===== config.mk =====
export PLATFORM = sky130hd
export DESIGN_NAME = keyboard_scan_code_decoder
export DESIGN_NICKNAME = d
export VERILOG_FILES = /design/src/rtl/kscd_pkg.sv /design/src/rtl/kscd_decode.sv /design/src/rtl/keyboard_scan_code_decoder.sv
export SDC_FILE = /design/constraint.sdc
export NUM_CORES = 1
export LEC_CHECK = 0
export BUFFER_PORTS_ARGS = -buffer_cell sky130_fd_sc_hd__buf_2
export CAP_MARGIN = 10
export CORE_AREA = 2 2 101 103
export CTS_CLUSTER_SIZE = 12
export DETAILED_ROUTE_END_ITERATION = 8
export DIE_AREA = 0 0 103 105
export GPL_TIMING_DRIVEN = 0
export HOLD_SLACK_MARGIN = 0.08
export SKIP_LAST_GASP = 1
export SLEW_MARGIN = 30
export SYNTH_ARGS = -nofsm -noshare
export SYNTH_HDL_FRONTEND = slang
export SYNTH_SLANG_ARGS = --single-unit

===== constraint.sdc =====
create_clock -name clock -period 5.7 [get_ports clock]
set_clock_uncertainty 0.2 [all_clocks]
set_input_delay 1.14 -clock clock [delete_from_list [all_inputs] [get_ports clock]]
set_output_delay 1.14 -clock clock [all_outputs]
set_load 0.005 [all_outputs]

===== src/rtl/kscd_pkg.sv =====
// ----------------------------------------------------------------------------
// kscd_pkg - shared types and tables for the scan code set 1 decoder
// Event kinds, arrow directions, scan code values, state and result
// records, and the character lookup tables.
// ----------------------------------------------------------------------------
`default_nettype none

package kscd_pkg;

   // Number of scan codes covered by the character map
   localparam int unsigned KSCD_MAP_ENTRIES = 58;

   // Last map index of the number row, where caps lock has no effect
   localparam logic [6:0] NUM_ROW_LAST = 7'd13;

   // Event kinds carried on the response channel
   typedef enum logic [2:0] {
      KIND_CHAR    = 3'd0,
      KIND_ARROW   = 3'd1,
      KIND_NUMLOCK = 3'd2,
      KIND_UNKNOWN = 3'd3,
      KIND_BEYOND  = 3'd4
   } kind_type;

   // Arrow directions
   localparam logic [1:0] DIR_UP    = 2'd0;
   localparam logic [1:0] DIR_LEFT  = 2'd1;
   localparam logic [1:0] DIR_RIGHT = 2'd2;
   localparam logic [1:0] DIR_DOWN  = 2'd3;

   // Scan code values (set 1)
   localparam logic [7:0] SC_PREFIX      = 8'hE0;
   localparam logic [7:0] SC_CTRL_MAKE   = 8'h1D;
   localparam logic [7:0] SC_CTRL_BRK    = 8'h9D;
   localparam logic [7:0] SC_LSHIFT_MAKE = 8'h2A;
   localparam logic [7:0] SC_RSHIFT_MAKE = 8'h36;
   localparam logic [7:0] SC_LSHIFT_BRK  = 8'hAA;
   localparam logic [7:0] SC_RSHIFT_BRK  = 8'hB6;
   localparam logic [7:0] SC_ALT_MAKE    = 8'h38;
   localparam logic [7:0] SC_ALT_BRK     = 8'hB8;
   localparam logic [7:0] SC_CAPS_MAKE   = 8'h3A;
   localparam logic [7:0] SC_NUMLOCK     = 8'h45;
   localparam logic [7:0] SC_LCMD_MAKE   = 8'h5B;
   localparam logic [7:0] SC_RCMD_MAKE   = 8'h5C;
   localparam logic [7:0] SC_LCMD_BRK    = 8'hDB;
   localparam logic [7:0] SC_RCMD_BRK    = 8'hDC;
   localparam logic [7:0] SC_UP_MAKE     = 8'h48;
   localparam logic [7:0] SC_LEFT_MAKE   = 8'h4B;
   localparam logic [7:0] SC_RIGHT_MAKE  = 8'h4D;
   localparam logic [7:0] SC_DOWN_MAKE   = 8'h50;
   localparam logic [7:0] SC_UP_BRK      = 8'hC8;
   localparam logic [7:0] SC_LEFT_BRK    = 8'hCB;
   localparam logic [7:0] SC_RIGHT_BRK   = 8'hCD;
   localparam logic [7:0] SC_DOWN_BRK    = 8'hD0;

   // Modifier and prefix state
   typedef struct packed {
      logic [1:0] shift_count;
      logic [1:0] ctrl_count;
      logic [1:0] cmd_count;
      logic       alt_flag;
      logic       caps_flag;
      logic       prefix_pending;
   } state_type;

   // Decode outcome for one request
   typedef struct packed {
      logic       emit;
      kind_type   kind;
      logic [6:0] char_code;
      logic [1:0] arrow_dir;
   } result_type;

   // Unshifted character table
   function automatic logic [6:0] plain_char(input logic [6:0] idx);
      logic [6:0] ch;
      case (idx)
         7'd1:  ch = 7'h1B; // escape
         7'd2:  ch = 7'h31; // 1
         7'd3:  ch = 7'h32;
         7'd4:  ch = 7'h33;
         7'd5:  ch = 7'h34;
         7'd6:  ch = 7'h35;
         7'd7:  ch = 7'h36;
         7'd8:  ch = 7'h37;
         7'd9:  ch = 7'h38;
         7'd10: ch = 7'h39;
         7'd11: ch = 7'h30; // 0
         7'd12: ch = 7'h2D; // -
         7'd13: ch = 7'h3D; // =
         7'd14: ch = 7'h08; // backspace
         7'd15: ch = 7'h09; // tab
         7'd16: ch = 7'h71; // q
         7'd17: ch = 7'h77;
         7'd18: ch = 7'h65;
         7'd19: ch = 7'h72;
         7'd20: ch = 7'h74;
         7'd21: ch = 7'h79;
         7'd22: ch = 7'h75;
         7'd23: ch = 7'h69;
         7'd24: ch = 7'h6F;
         7'd25: ch = 7'h70; // p
         7'd26: ch = 7'h5B; // [
         7'd27: ch = 7'h5D; // ]
         7'd28: ch = 7'h0A; // enter
         7'd30: ch = 7'h61; // a
         7'd31: ch = 7'h73;
         7'd32: ch = 7'h64;
         7'd33: ch = 7'h66;
         7'd34: ch = 7'h67;
         7'd35: ch = 7'h68;
         7'd36: ch = 7'h6A;
         7'd37: ch = 7'h6B;
         7'd38: ch = 7'h6C; // l
         7'd39: ch = 7'h3B; // ;
         7'd40: ch = 7'h27; // '
         7'd41: ch = 7'h60; // `
         7'd43: ch = 7'h5C; // backslash
         7'd44: ch = 7'h7A; // z
         7'd45: ch = 7'h78;
         7'd46: ch = 7'h63;
         7'd47: ch = 7'h76;
         7'd48: ch = 7'h62;
         7'd49: ch = 7'h6E;
         7'd50: ch = 7'h6D; // m
         7'd51: ch = 7'h2C; // ,
         7'd52: ch = 7'h2E; // .
         7'd53: ch = 7'h2F; // /
         7'd57: ch = 7'h20; // space
         default: ch = 7'h00;
      endcase
      return ch;
   endfunction

   // Shifted character table
   function automatic logic [6:0] shift_char(input logic [6:0] idx);
      logic [6:0] ch;
      case (idx)
         7'd1:  ch = 7'h1B;
         7'd2:  ch = 7'h21; // !
         7'd3:  ch = 7'h40; // @
         7'd4:  ch = 7'h23; // #
         7'd5:  ch = 7'h24; // $
         7'd6:  ch = 7'h25; // %
         7'd7:  ch = 7'h5E; // ^
         7'd8:  ch = 7'h26; // &
         7'd9:  ch = 7'h2A; // *
         7'd10: ch = 7'h28; // (
         7'd11: ch = 7'h29; // )
         7'd12: ch = 7'h5F; // _
         7'd13: ch = 7'h2B; // +
         7'd14: ch = 7'h08;
         7'd15: ch = 7'h09;
         7'd16: ch = 7'h51; // Q
         7'd17: ch = 7'h57;
         7'd18: ch = 7'h45;
         7'd19: ch = 7'h52;
         7'd20: ch = 7'h54;
         7'd21: ch = 7'h59;
         7'd22: ch = 7'h55;
         7'd23: ch = 7'h49;
         7'd24: ch = 7'h4F;
         7'd25: ch = 7'h50; // P
         7'd26: ch = 7'h7B; // {
         7'd27: ch = 7'h7D; // }
         7'd28: ch = 7'h0A;
         7'd30: ch = 7'h41; // A
         7'd31: ch = 7'h53;
         7'd32: ch = 7'h44;
         7'd33: ch = 7'h46;
         7'd34: ch = 7'h47;
         7'd35: ch = 7'h48;
         7'd36: ch = 7'h4A;
         7'd37: ch = 7'h4B;
         7'd38: ch = 7'h4C; // L
         7'd39: ch = 7'h3A; // :
         7'd40: ch = 7'h22; // "
         7'd41: ch = 7'h7E; // ~
         7'd43: ch = 7'h7C; // |
         7'd44: ch = 7'h5A; // Z
         7'd45: ch = 7'h58;
         7'd46: ch = 7'h43;
         7'd47: ch = 7'h56;
         7'd48: ch = 7'h42;
         7'd49: ch = 7'h4E;
         7'd50: ch = 7'h4D; // M
         7'd51: ch = 7'h3C; // <
         7'd52: ch = 7'h3E; // >
         7'd53: ch = 7'h3F; // ?
         7'd57: ch = 7'h20;
         default: ch = 7'h00;
      endcase
      return ch;
   endfunction

   // Caps lock table: number row as plain, everything else as shifted
   function automatic logic [6:0] caps_char(input logic [6:0] idx);
      return (idx <= NUM_ROW_LAST) ? plain_char(idx) : shift_char(idx);
   endfunction

endpackage

`default_nettype wire


===== src/rtl/kscd_decode.sv =====
// ----------------------------------------------------------------------------
// kscd_decode - one-byte scan code decode step
// Works out the next modifier/prefix state and the event, if any, that a
// single scan byte produces from the current state.
// ----------------------------------------------------------------------------
`default_nettype none

module kscd_decode #(
   parameter int unsigned MAP_ENTRIES = kscd_pkg::KSCD_MAP_ENTRIES
) (
   input  wire logic [7:0]          scan_byte,
   input  wire kscd_pkg::state_type cur_state,
   output kscd_pkg::state_type      nxt_state,
   output kscd_pkg::result_type     result
);

   logic       beyond_map;
   logic [6:0] idx;

   assign idx        = scan_byte[6:0];
   assign beyond_map = ({1'b0, idx} >= 8'(MAP_ENTRIES));

   // Prefix handling, modifier tracking and event selection
   always_comb begin
      nxt_state        = cur_state;
      result.emit      = 1'b0;
      result.kind      = kscd_pkg::KIND_CHAR;
      result.char_code = 7'd0;
      result.arrow_dir = kscd_pkg::DIR_UP;

      if (cur_state.prefix_pending) begin
         // extended codes after an E0 prefix
         nxt_state.prefix_pending = 1'b0;
         unique case (scan_byte) inside
            kscd_pkg::SC_LCMD_MAKE, kscd_pkg::SC_RCMD_MAKE: begin
               nxt_state.cmd_count = cur_state.cmd_count + 2'd1;
            end
            kscd_pkg::SC_LCMD_BRK, kscd_pkg::SC_RCMD_BRK: begin
               nxt_state.cmd_count = cur_state.cmd_count - 2'd1;
            end
            kscd_pkg::SC_CTRL_MAKE: begin
               nxt_state.ctrl_count = cur_state.ctrl_count + 2'd1;
            end
            kscd_pkg::SC_CTRL_BRK: begin
               nxt_state.ctrl_count = cur_state.ctrl_count - 2'd1;
            end
            kscd_pkg::SC_UP_MAKE: begin
               result.emit      = 1'b1;
               result.kind      = kscd_pkg::KIND_ARROW;
               result.arrow_dir = kscd_pkg::DIR_UP;
            end
            kscd_pkg::SC_LEFT_MAKE: begin
               result.emit      = 1'b1;
               result.kind      = kscd_pkg::KIND_ARROW;
               result.arrow_dir = kscd_pkg::DIR_LEFT;
            end
            kscd_pkg::SC_RIGHT_MAKE: begin
               result.emit      = 1'b1;
               result.kind      = kscd_pkg::KIND_ARROW;
               result.arrow_dir = kscd_pkg::DIR_RIGHT;
            end
            kscd_pkg::SC_DOWN_MAKE: begin
               result.emit      = 1'b1;
               result.kind      = kscd_pkg::KIND_ARROW;
               result.arrow_dir = kscd_pkg::DIR_DOWN;
            end
            kscd_pkg::SC_UP_BRK, kscd_pkg::SC_LEFT_BRK,
            kscd_pkg::SC_RIGHT_BRK, kscd_pkg::SC_DOWN_BRK: begin
               // arrow releases are dropped
            end
            default: begin
               result.emit = 1'b1;
               result.kind = kscd_pkg::KIND_UNKNOWN;
            end
         endcase
      end else begin
         // plain codes
         unique case (scan_byte) inside
            kscd_pkg::SC_PREFIX: begin
               nxt_state.prefix_pending = 1'b1;
            end
            kscd_pkg::SC_CTRL_MAKE: begin
               nxt_state.ctrl_count = cur_state.ctrl_count + 2'd1;
            end
            kscd_pkg::SC_CTRL_BRK: begin
               nxt_state.ctrl_count = cur_state.ctrl_count - 2'd1;
            end
            kscd_pkg::SC_LSHIFT_MAKE, kscd_pkg::SC_RSHIFT_MAKE: begin
               nxt_state.shift_count = cur_state.shift_count + 2'd1;
            end
            kscd_pkg::SC_LSHIFT_BRK, kscd_pkg::SC_RSHIFT_BRK: begin
               nxt_state.shift_count = cur_state.shift_count - 2'd1;
            end
            kscd_pkg::SC_ALT_MAKE: begin
               nxt_state.alt_flag = 1'b1;
            end
            kscd_pkg::SC_ALT_BRK: begin
               nxt_state.alt_flag = 1'b0;
            end
            kscd_pkg::SC_CAPS_MAKE: begin
               nxt_state.caps_flag = ~cur_state.caps_flag;
            end
            kscd_pkg::SC_NUMLOCK: begin
               result.emit = 1'b1;
               result.kind = kscd_pkg::KIND_NUMLOCK;
            end
            default: begin
               // releases and the acknowledge byte give nothing
               if (!scan_byte[7]) begin
                  result.emit = 1'b1;
                  if (beyond_map) begin
                     result.kind = kscd_pkg::KIND_BEYOND;
                  end else if (cur_state.shift_count != 2'd0) begin
                     result.char_code = kscd_pkg::shift_char(idx);
                  end else if (cur_state.caps_flag) begin
                     result.char_code = kscd_pkg::caps_char(idx);
                  end else begin
                     result.char_code = kscd_pkg::plain_char(idx);
                  end
               end
            end
         endcase
      end
   end

endmodule

`default_nettype wire


===== src/rtl/keyboard_scan_code_decoder.sv =====
// ----------------------------------------------------------------------------
// keyboard_scan_code_decoder - PC scan code set 1 decoder
// Turns raw keyboard scan bytes into character, arrow and status events.
// ----------------------------------------------------------------------------
// Usage:
//   Request channel (req_valid / req_stall / req_scan_byte) carries one scan
//   byte per request. Response channel (rsp_valid / rsp_stall / rsp_*)
//   carries at most one event per request, in request order.
//   Modifier presses and releases, key releases, the acknowledge byte and
//   the E0 prefix only update internal state and produce no response.
//   Path: a taken request waits in the input register and is decoded from it;
//   its event is captured in the response register once that register is free.
//   Throughput: one request per cycle unless rsp_stall holds a response,
//   set by the single decode step between the input and response registers.
//   Stall: while a response is held by rsp_stall, the next request waits in
//   the input register and req_stall rises only once that register is full.
//   Reset (synchronous, active high) clears the modifier counts, alt and caps
//   flags, the pending prefix and both valid flags.
// ----------------------------------------------------------------------------
`default_nettype none

module keyboard_scan_code_decoder #(
   parameter int unsigned MAP_ENTRIES = kscd_pkg::KSCD_MAP_ENTRIES
) (
   input  wire logic       clock,
   input  wire logic       reset,
   // request channel
   input  wire logic       req_valid,
   output logic            req_stall,
   input  wire logic [7:0] req_scan_byte,
   // response channel
   output logic            rsp_valid,
   input  wire logic       rsp_stall,
   output logic [2:0]      rsp_event_kind,
   output logic [6:0]      rsp_char_code,
   output logic [1:0]      rsp_arrow_dir,
   output logic            rsp_shift_active,
   output logic            rsp_ctrl_active,
   output logic            rsp_alt_active,
   output logic            rsp_cmd_active,
   output logic            rsp_caps_active,
   output logic [7:0]      rsp_raw_code
);

   logic                 in_valid_ff, in_valid_in;
   logic [7:0]           scan_ff;
   kscd_pkg::state_type  state_ff, state_in;
   kscd_pkg::result_type dec_result;
   logic                 advance;
   logic                 rsp_valid_ff, rsp_valid_in;
   logic [2:0]           kind_ff;
   logic [6:0]           char_ff;
   logic [1:0]           dir_ff;
   logic [7:0]           raw_ff;
   kscd_pkg::state_type  flags_ff;

   // Decode step
   kscd_decode #(
      .MAP_ENTRIES (MAP_ENTRIES)
   ) u_decode (
      .scan_byte (scan_ff),
      .cur_state (state_ff),
      .nxt_state (state_in),
      .result    (dec_result)
   );

   // Flow control: the held byte moves on once the response register is free
   assign advance      = in_valid_ff && (!rsp_valid_ff || !rsp_stall);
   assign req_stall    = in_valid_ff && !advance;
   assign in_valid_in  = (req_valid && !req_stall) || (in_valid_ff && !advance);
   assign rsp_valid_in = (advance && dec_result.emit) || (rsp_valid_ff && rsp_stall);

   // Control registers
   always_ff @(posedge clock) begin
      if (reset) begin
         in_valid_ff  <= 1'b0;
         rsp_valid_ff <= 1'b0;
         state_ff     <= '0;
      end else begin
         in_valid_ff  <= in_valid_in;
         rsp_valid_ff <= rsp_valid_in;
         if (advance) begin
            state_ff <= state_in;
         end
      end
   end

   // Input register
   always_ff @(posedge clock) begin
      if (req_valid && !req_stall) begin
         scan_ff <= req_scan_byte;
      end
   end

   // Response register, flags as they stand after the byte
   always_ff @(posedge clock) begin
      if (advance && dec_result.emit) begin
         kind_ff  <= dec_result.kind;
         char_ff  <= dec_result.char_code;
         dir_ff   <= dec_result.arrow_dir;
         raw_ff   <= scan_ff;
         flags_ff <= state_in;
      end
   end

   assign rsp_valid        = rsp_valid_ff;
   assign rsp_event_kind   = kind_ff;
   assign rsp_char_code    = char_ff;
   assign rsp_arrow_dir    = dir_ff;
   assign rsp_shift_active = (flags_ff.shift_count != 2'd0);
   assign rsp_ctrl_active  = (flags_ff.ctrl_count != 2'd0);
   assign rsp_alt_active   = flags_ff.alt_flag;
   assign rsp_cmd_active   = (flags_ff.cmd_count != 2'd0);
   assign rsp_caps_active  = flags_ff.caps_flag;
   assign rsp_raw_code     = raw_ff;

`ifndef ASSERT_OFF
   // Back-pressure only when both registers are occupied and the output stalls
   a_stall_cause: assert property (@(posedge clock) disable iff (reset)
      req_stall |-> (in_valid_ff && rsp_valid_ff && rsp_stall))
      else $error("request stalled without a held response");

   // A prefix byte taken without a pending prefix arms the prefix
   a_prefix_arm: assert property (@(posedge clock) disable iff (reset)
      (advance && !state_ff.prefix_pending && scan_ff == kscd_pkg::SC_PREFIX)
      |=> state_ff.prefix_pending)
      else $error("E0 prefix not recorded");

   // Bytes with the top bit set outside a prefix never produce a response
   a_break_silent: assert property (@(posedge clock) disable iff (reset)
      (advance && !state_ff.prefix_pending && scan_ff[7]) |=> !rsp_valid_ff)
      else $error("release or acknowledge byte produced a response");

   // Only character events carry a character
   a_char_kind: assert property (@(posedge clock) disable iff (reset)
      (rsp_valid_ff && kind_ff != kscd_pkg::KIND_CHAR) |-> (char_ff == 7'd0))
      else $error("non-character event with character code");

   // Arrow direction only on arrow events
   a_dir_kind: assert property (@(posedge clock) disable iff (reset)
      (rsp_valid_ff && kind_ff != kscd_pkg::KIND_ARROW) |-> (dir_ff == kscd_pkg::DIR_UP))
      else $error("arrow direction on non-arrow event");
`endif

endmodule

`default_nettype wire


==> summary.md <==
| Metric | Value |
|---|---|
| Outcome | `completed` |
| # resized after CTS | `0` |
| Initial core utilization | `0.392` |
| Hold path depth | `2` |
| Hold_sp | `state_ff[2]` |
| Worst Tran Pin Value | `1.02 ns` |
| Pre-Repair DR Iteration Count | `5` |
| Via count | `3,345` |
| Std cell rows | `36` |
| Reg2reg path depth | `12` |
| Cells after synthesis | `slightly below 400` |
| Wire length of the first global-routing pass | `16.5 mm` |
| Commonest non-fill, non-tap cell in the layout | `buf_2` |
| Final core occ | `0.453` |
| Setup TNS | `0 ns` |
| H-tree levels | `3` |
| Port Buffers | `38` |
| Final hold slack | `0.259 ns` |
| Routed wire per std cell | `17.3 microns` |
| Syn Area/Cell | `around 9.6 sq um` |
| Leakage power | `1.61 nW` |
| Finished Cell Area | `~4400 sq um` |
| DRT iter0 DRCs | `261` |
| Clock buffer count from CTS | `9` |
| Cell family with most CP delay | `buffers and inverters` |
| Register Area | `1580 sq um` |
| Clk Latency, worst-skew pair | `~0.34 ns` |
| Final Hold Viols | `0` |
| Synth Cell Area | `3780 sq um` |
| Via density per instance | `5.76` |
| Sw frac | `0.277` |
| Power per Cell Area | `between 200 and 300 nW/um^2` |
| Min-delay worst type | `reg -> reg` |
| Crit end category | `flip-flop` |
| Post-route insts no fill | `581` |
| CTS Buffer Depth | `2` |
| Cell internal pwr | `a little over 0.8 mW` |
| Sequential share of power | `0.446` |
| DP Worst Slack | `1.53 ns` |
| Largest net degree at the start of global routing | `17` |
| Final period utilization | `0.685` |
| Final nets | `467` |
| Drt drc | `0` |
| Most used cell along the critical path | `buf_2` |
| Sink Count | `between 60 and 70` |
| CP Cell Sequence | `buf_2 > nand3_2 > inv_4 > o21ai_1 > and2_1 > buf_2 > clkinv_1 > ha_1 > clkbuf_1 > nand2_1 > a21oi_1 > or3_1 > a221o_1` |
| Placed cells | `565` |
| N_diodes | `0` |
| Data required, critical path | `around 5.7 ns` |
| Synth Register Bits | `61` |
| Fill cell count | `between 900 and 1,000` |
| Reg2reg setup slack | `2.24 ns` |
| Most frequent cells in the layout | `buf_2, edfxtp_1, nand2_1` |
| Placed cell areas | `4160 sq um` |
| Hold EP | `state_ff[2]` |
| Multi-input gate area | `2050 sq um` |
| P&R area growth vs syn | `15.5%` |
| Worst path bufs/invs | `5` |
| Max-slew headroom | `0.316` |
| Synth unique cells | `77` |
| I/O Pins | `39` |
| CTS Hold Bufs | `0` |
| Max-capacitance violation count | `0` |
| GRT Overall Usage | `0.194` |
| WP depth | `13` |
| Setup bufs post-CTS | `0` |
| CTS root buffer | `clkbuf_8` |
| CP max stage delay | `0.40 ns` |
| Post-route worst setup slack | `1.79 ns` |
| CTS tree | `yes` |
| Final min period | `3.91 ns` |
| Post-synthesis sequential area ratio | `0.418` |
| CP Max Fanout | `15` |
| Vias in the first global route | `3,058` |
| Startpoint types | `input port` |
| Ys Warns | `0` |
| F_max | `between 200 and 300 MHz` |
| Logic pwr share | `0.197` |
| Kind of critical path | `in -> reg` |
| Critical path's slowest cell | `clkinv_1` |
| Clock power share | `0.356` |
| Final ANT Viol Nets | `0` |
| FF-to-FF Start | `rsp_valid` |
| Asr flop ratio synth | `0` |
| VDD IR-drop max | `0.000108 V` |
| Layout cells sized above 1 | `0.203` |
| Clock Pin Slew Worst Setup and Hold Paths | `0.06 ns` |
| Unrepaired setup endpoints after global routing | `false` |
| Crit path DAT | `3.92 ns` |
| Congestion Overflow GR | `0` |
| Fin. max-slew vios | `0` |
| Placer Congestion | `between 0.9 and 1` |
| Final setup vio count | `0` |
| Die Wd | `103 microns` |
| Design Power | `between 1 and 1.5 mW` |
| Antenna violations before repair | `0` |
| Number of enable flip-flop cells after synthesis | `36` |
| Core ar. | `9640 sq um` |
| Drt total wl | `10.0 mm` |
| P_sw | `between 0.3 and 0.4 mW` |
| Syn Nets | `between 400 and 500` |
| Dominant synthesized flop cell | `edfxtp_1` |
| Hpwl dp | `7.26 mm` |
| Die area | `10,800 sq um` |
| Die extent in y | `105 microns` |
synth_stat cells, drive strengths merged, types with 3 or more instances:
master | instances | area (sq um)
nand3 | 24 | 125
nor2 | 34 | 145
nand4b | 3 | 26.3
or2 | 3 | 18.8
o21a | 4 | 30.0
and3 | 3 | 23.8
a31oi | 5 | 31.3
o21ai | 23 | 115
o211ai | 6 | 50.1
o32a | 3 | 30.0
dfxtp | 25 | 500
xor2 | 10 | 87.6
o22ai | 4 | 25.0
nor3 | 11 | 55.1
buf | 15 | 92.6
nand2b | 8 | 50.1
a21oi | 25 | 129
nand2 | 31 | 116
a211oi | 5 | 37.5
edfxtp | 36 | 1080
ha | 12 | 150
nor3b | 3 | 22.5
clkbuf | 9 | 33.8
nand4 | 6 | 37.5
or3 | 4 | 30.0
and2 | 6 | 37.5
inv | 6 | 27.5
nor4 | 4 | 25.0
mux2i | 15 | 166
o221ai | 3 | 26.3
xnor2 | 9 | 78.8
worst register-to-register path, stage by stage, from the launching register on:
cell and delay (ns):
dfxtp_1 0.44, nand3_2 0.16, buf_6 0.18, nand3_1 0.12, and2_1 0.14, buf_2 0.30
clkinv_1 0.40, ha_1 0.32, clkbuf_1 0.19, nand2_1 0.15, a21oi_1 0.08, or3_1 0.31
a221o_1 0.36
kinds of logic after synthesis:
| group | after synthesis | synth area share |
|---|---|---|
| compound gates | 106 | 0.203 |
| xor+xnor | 19 | 0.0440 |
| fa+ha+maj | 12 | 0.0397 |
| buf+inv | 31 | 0.0417 |
| mux | 17 | 0.0510 |
| flops | 61 | 0.418 |
| simple gates | 147 | 0.203 |
power by group through the flow:
stage	clock [mW]	combinational (mW)	sequential (mW)
after CTS	0.410	0.219	0.507
after detailed placement	0	0.218	0.517
after global placement	0	0.219	0.517
final	0.405	0.224	0.507
after global routing	0.433	0.243	0.510
after floorplan	0	0.154	0.514
per-layer routing:
| layer | part of all wire | up-vias | GRT usage |
|---|---|---|---|
| met5 | 0 | - | 0 |
| met4 | 0.029 | 0 | 0.0724 |
| met3 | 0.076 | 27 | 0.0321 |
| met2 | 0.47 | 184 | 0.302 |
| met1 | 0.43 | 1555 | 0.267 |
| li1 | - | 1579 | - |
final cells by class:
type / instances / area share
tap: 133 / 0.0381
inverter: 7 / 0.00716
multi-input combinational: 301 / 0.469
clock buffer: 11 / 0.0301
timing repair buffer: 39 / 0.0470
buffer: 24 / 0.0289
clock inverter: 5 / 0.0175
sequential: 61 / 0.362
how the worst max path moves through the flow:
stage	endpoint	slack [ns]	startpoint
2_1_floorplan	flip-flop	2.12	rsp_stall
3_3_place_gp	flip-flop	1.49	rsp_stall
3_5_place_dp	flip-flop	1.53	rsp_stall
4_1_cts	flip-flop	1.88	rsp_stall
5_1_grt	flip-flop	1.65	rsp_stall
6_report	flip-flop	1.79	rsp_stall
Note: power is estimated with default switching activity, not from simulation.
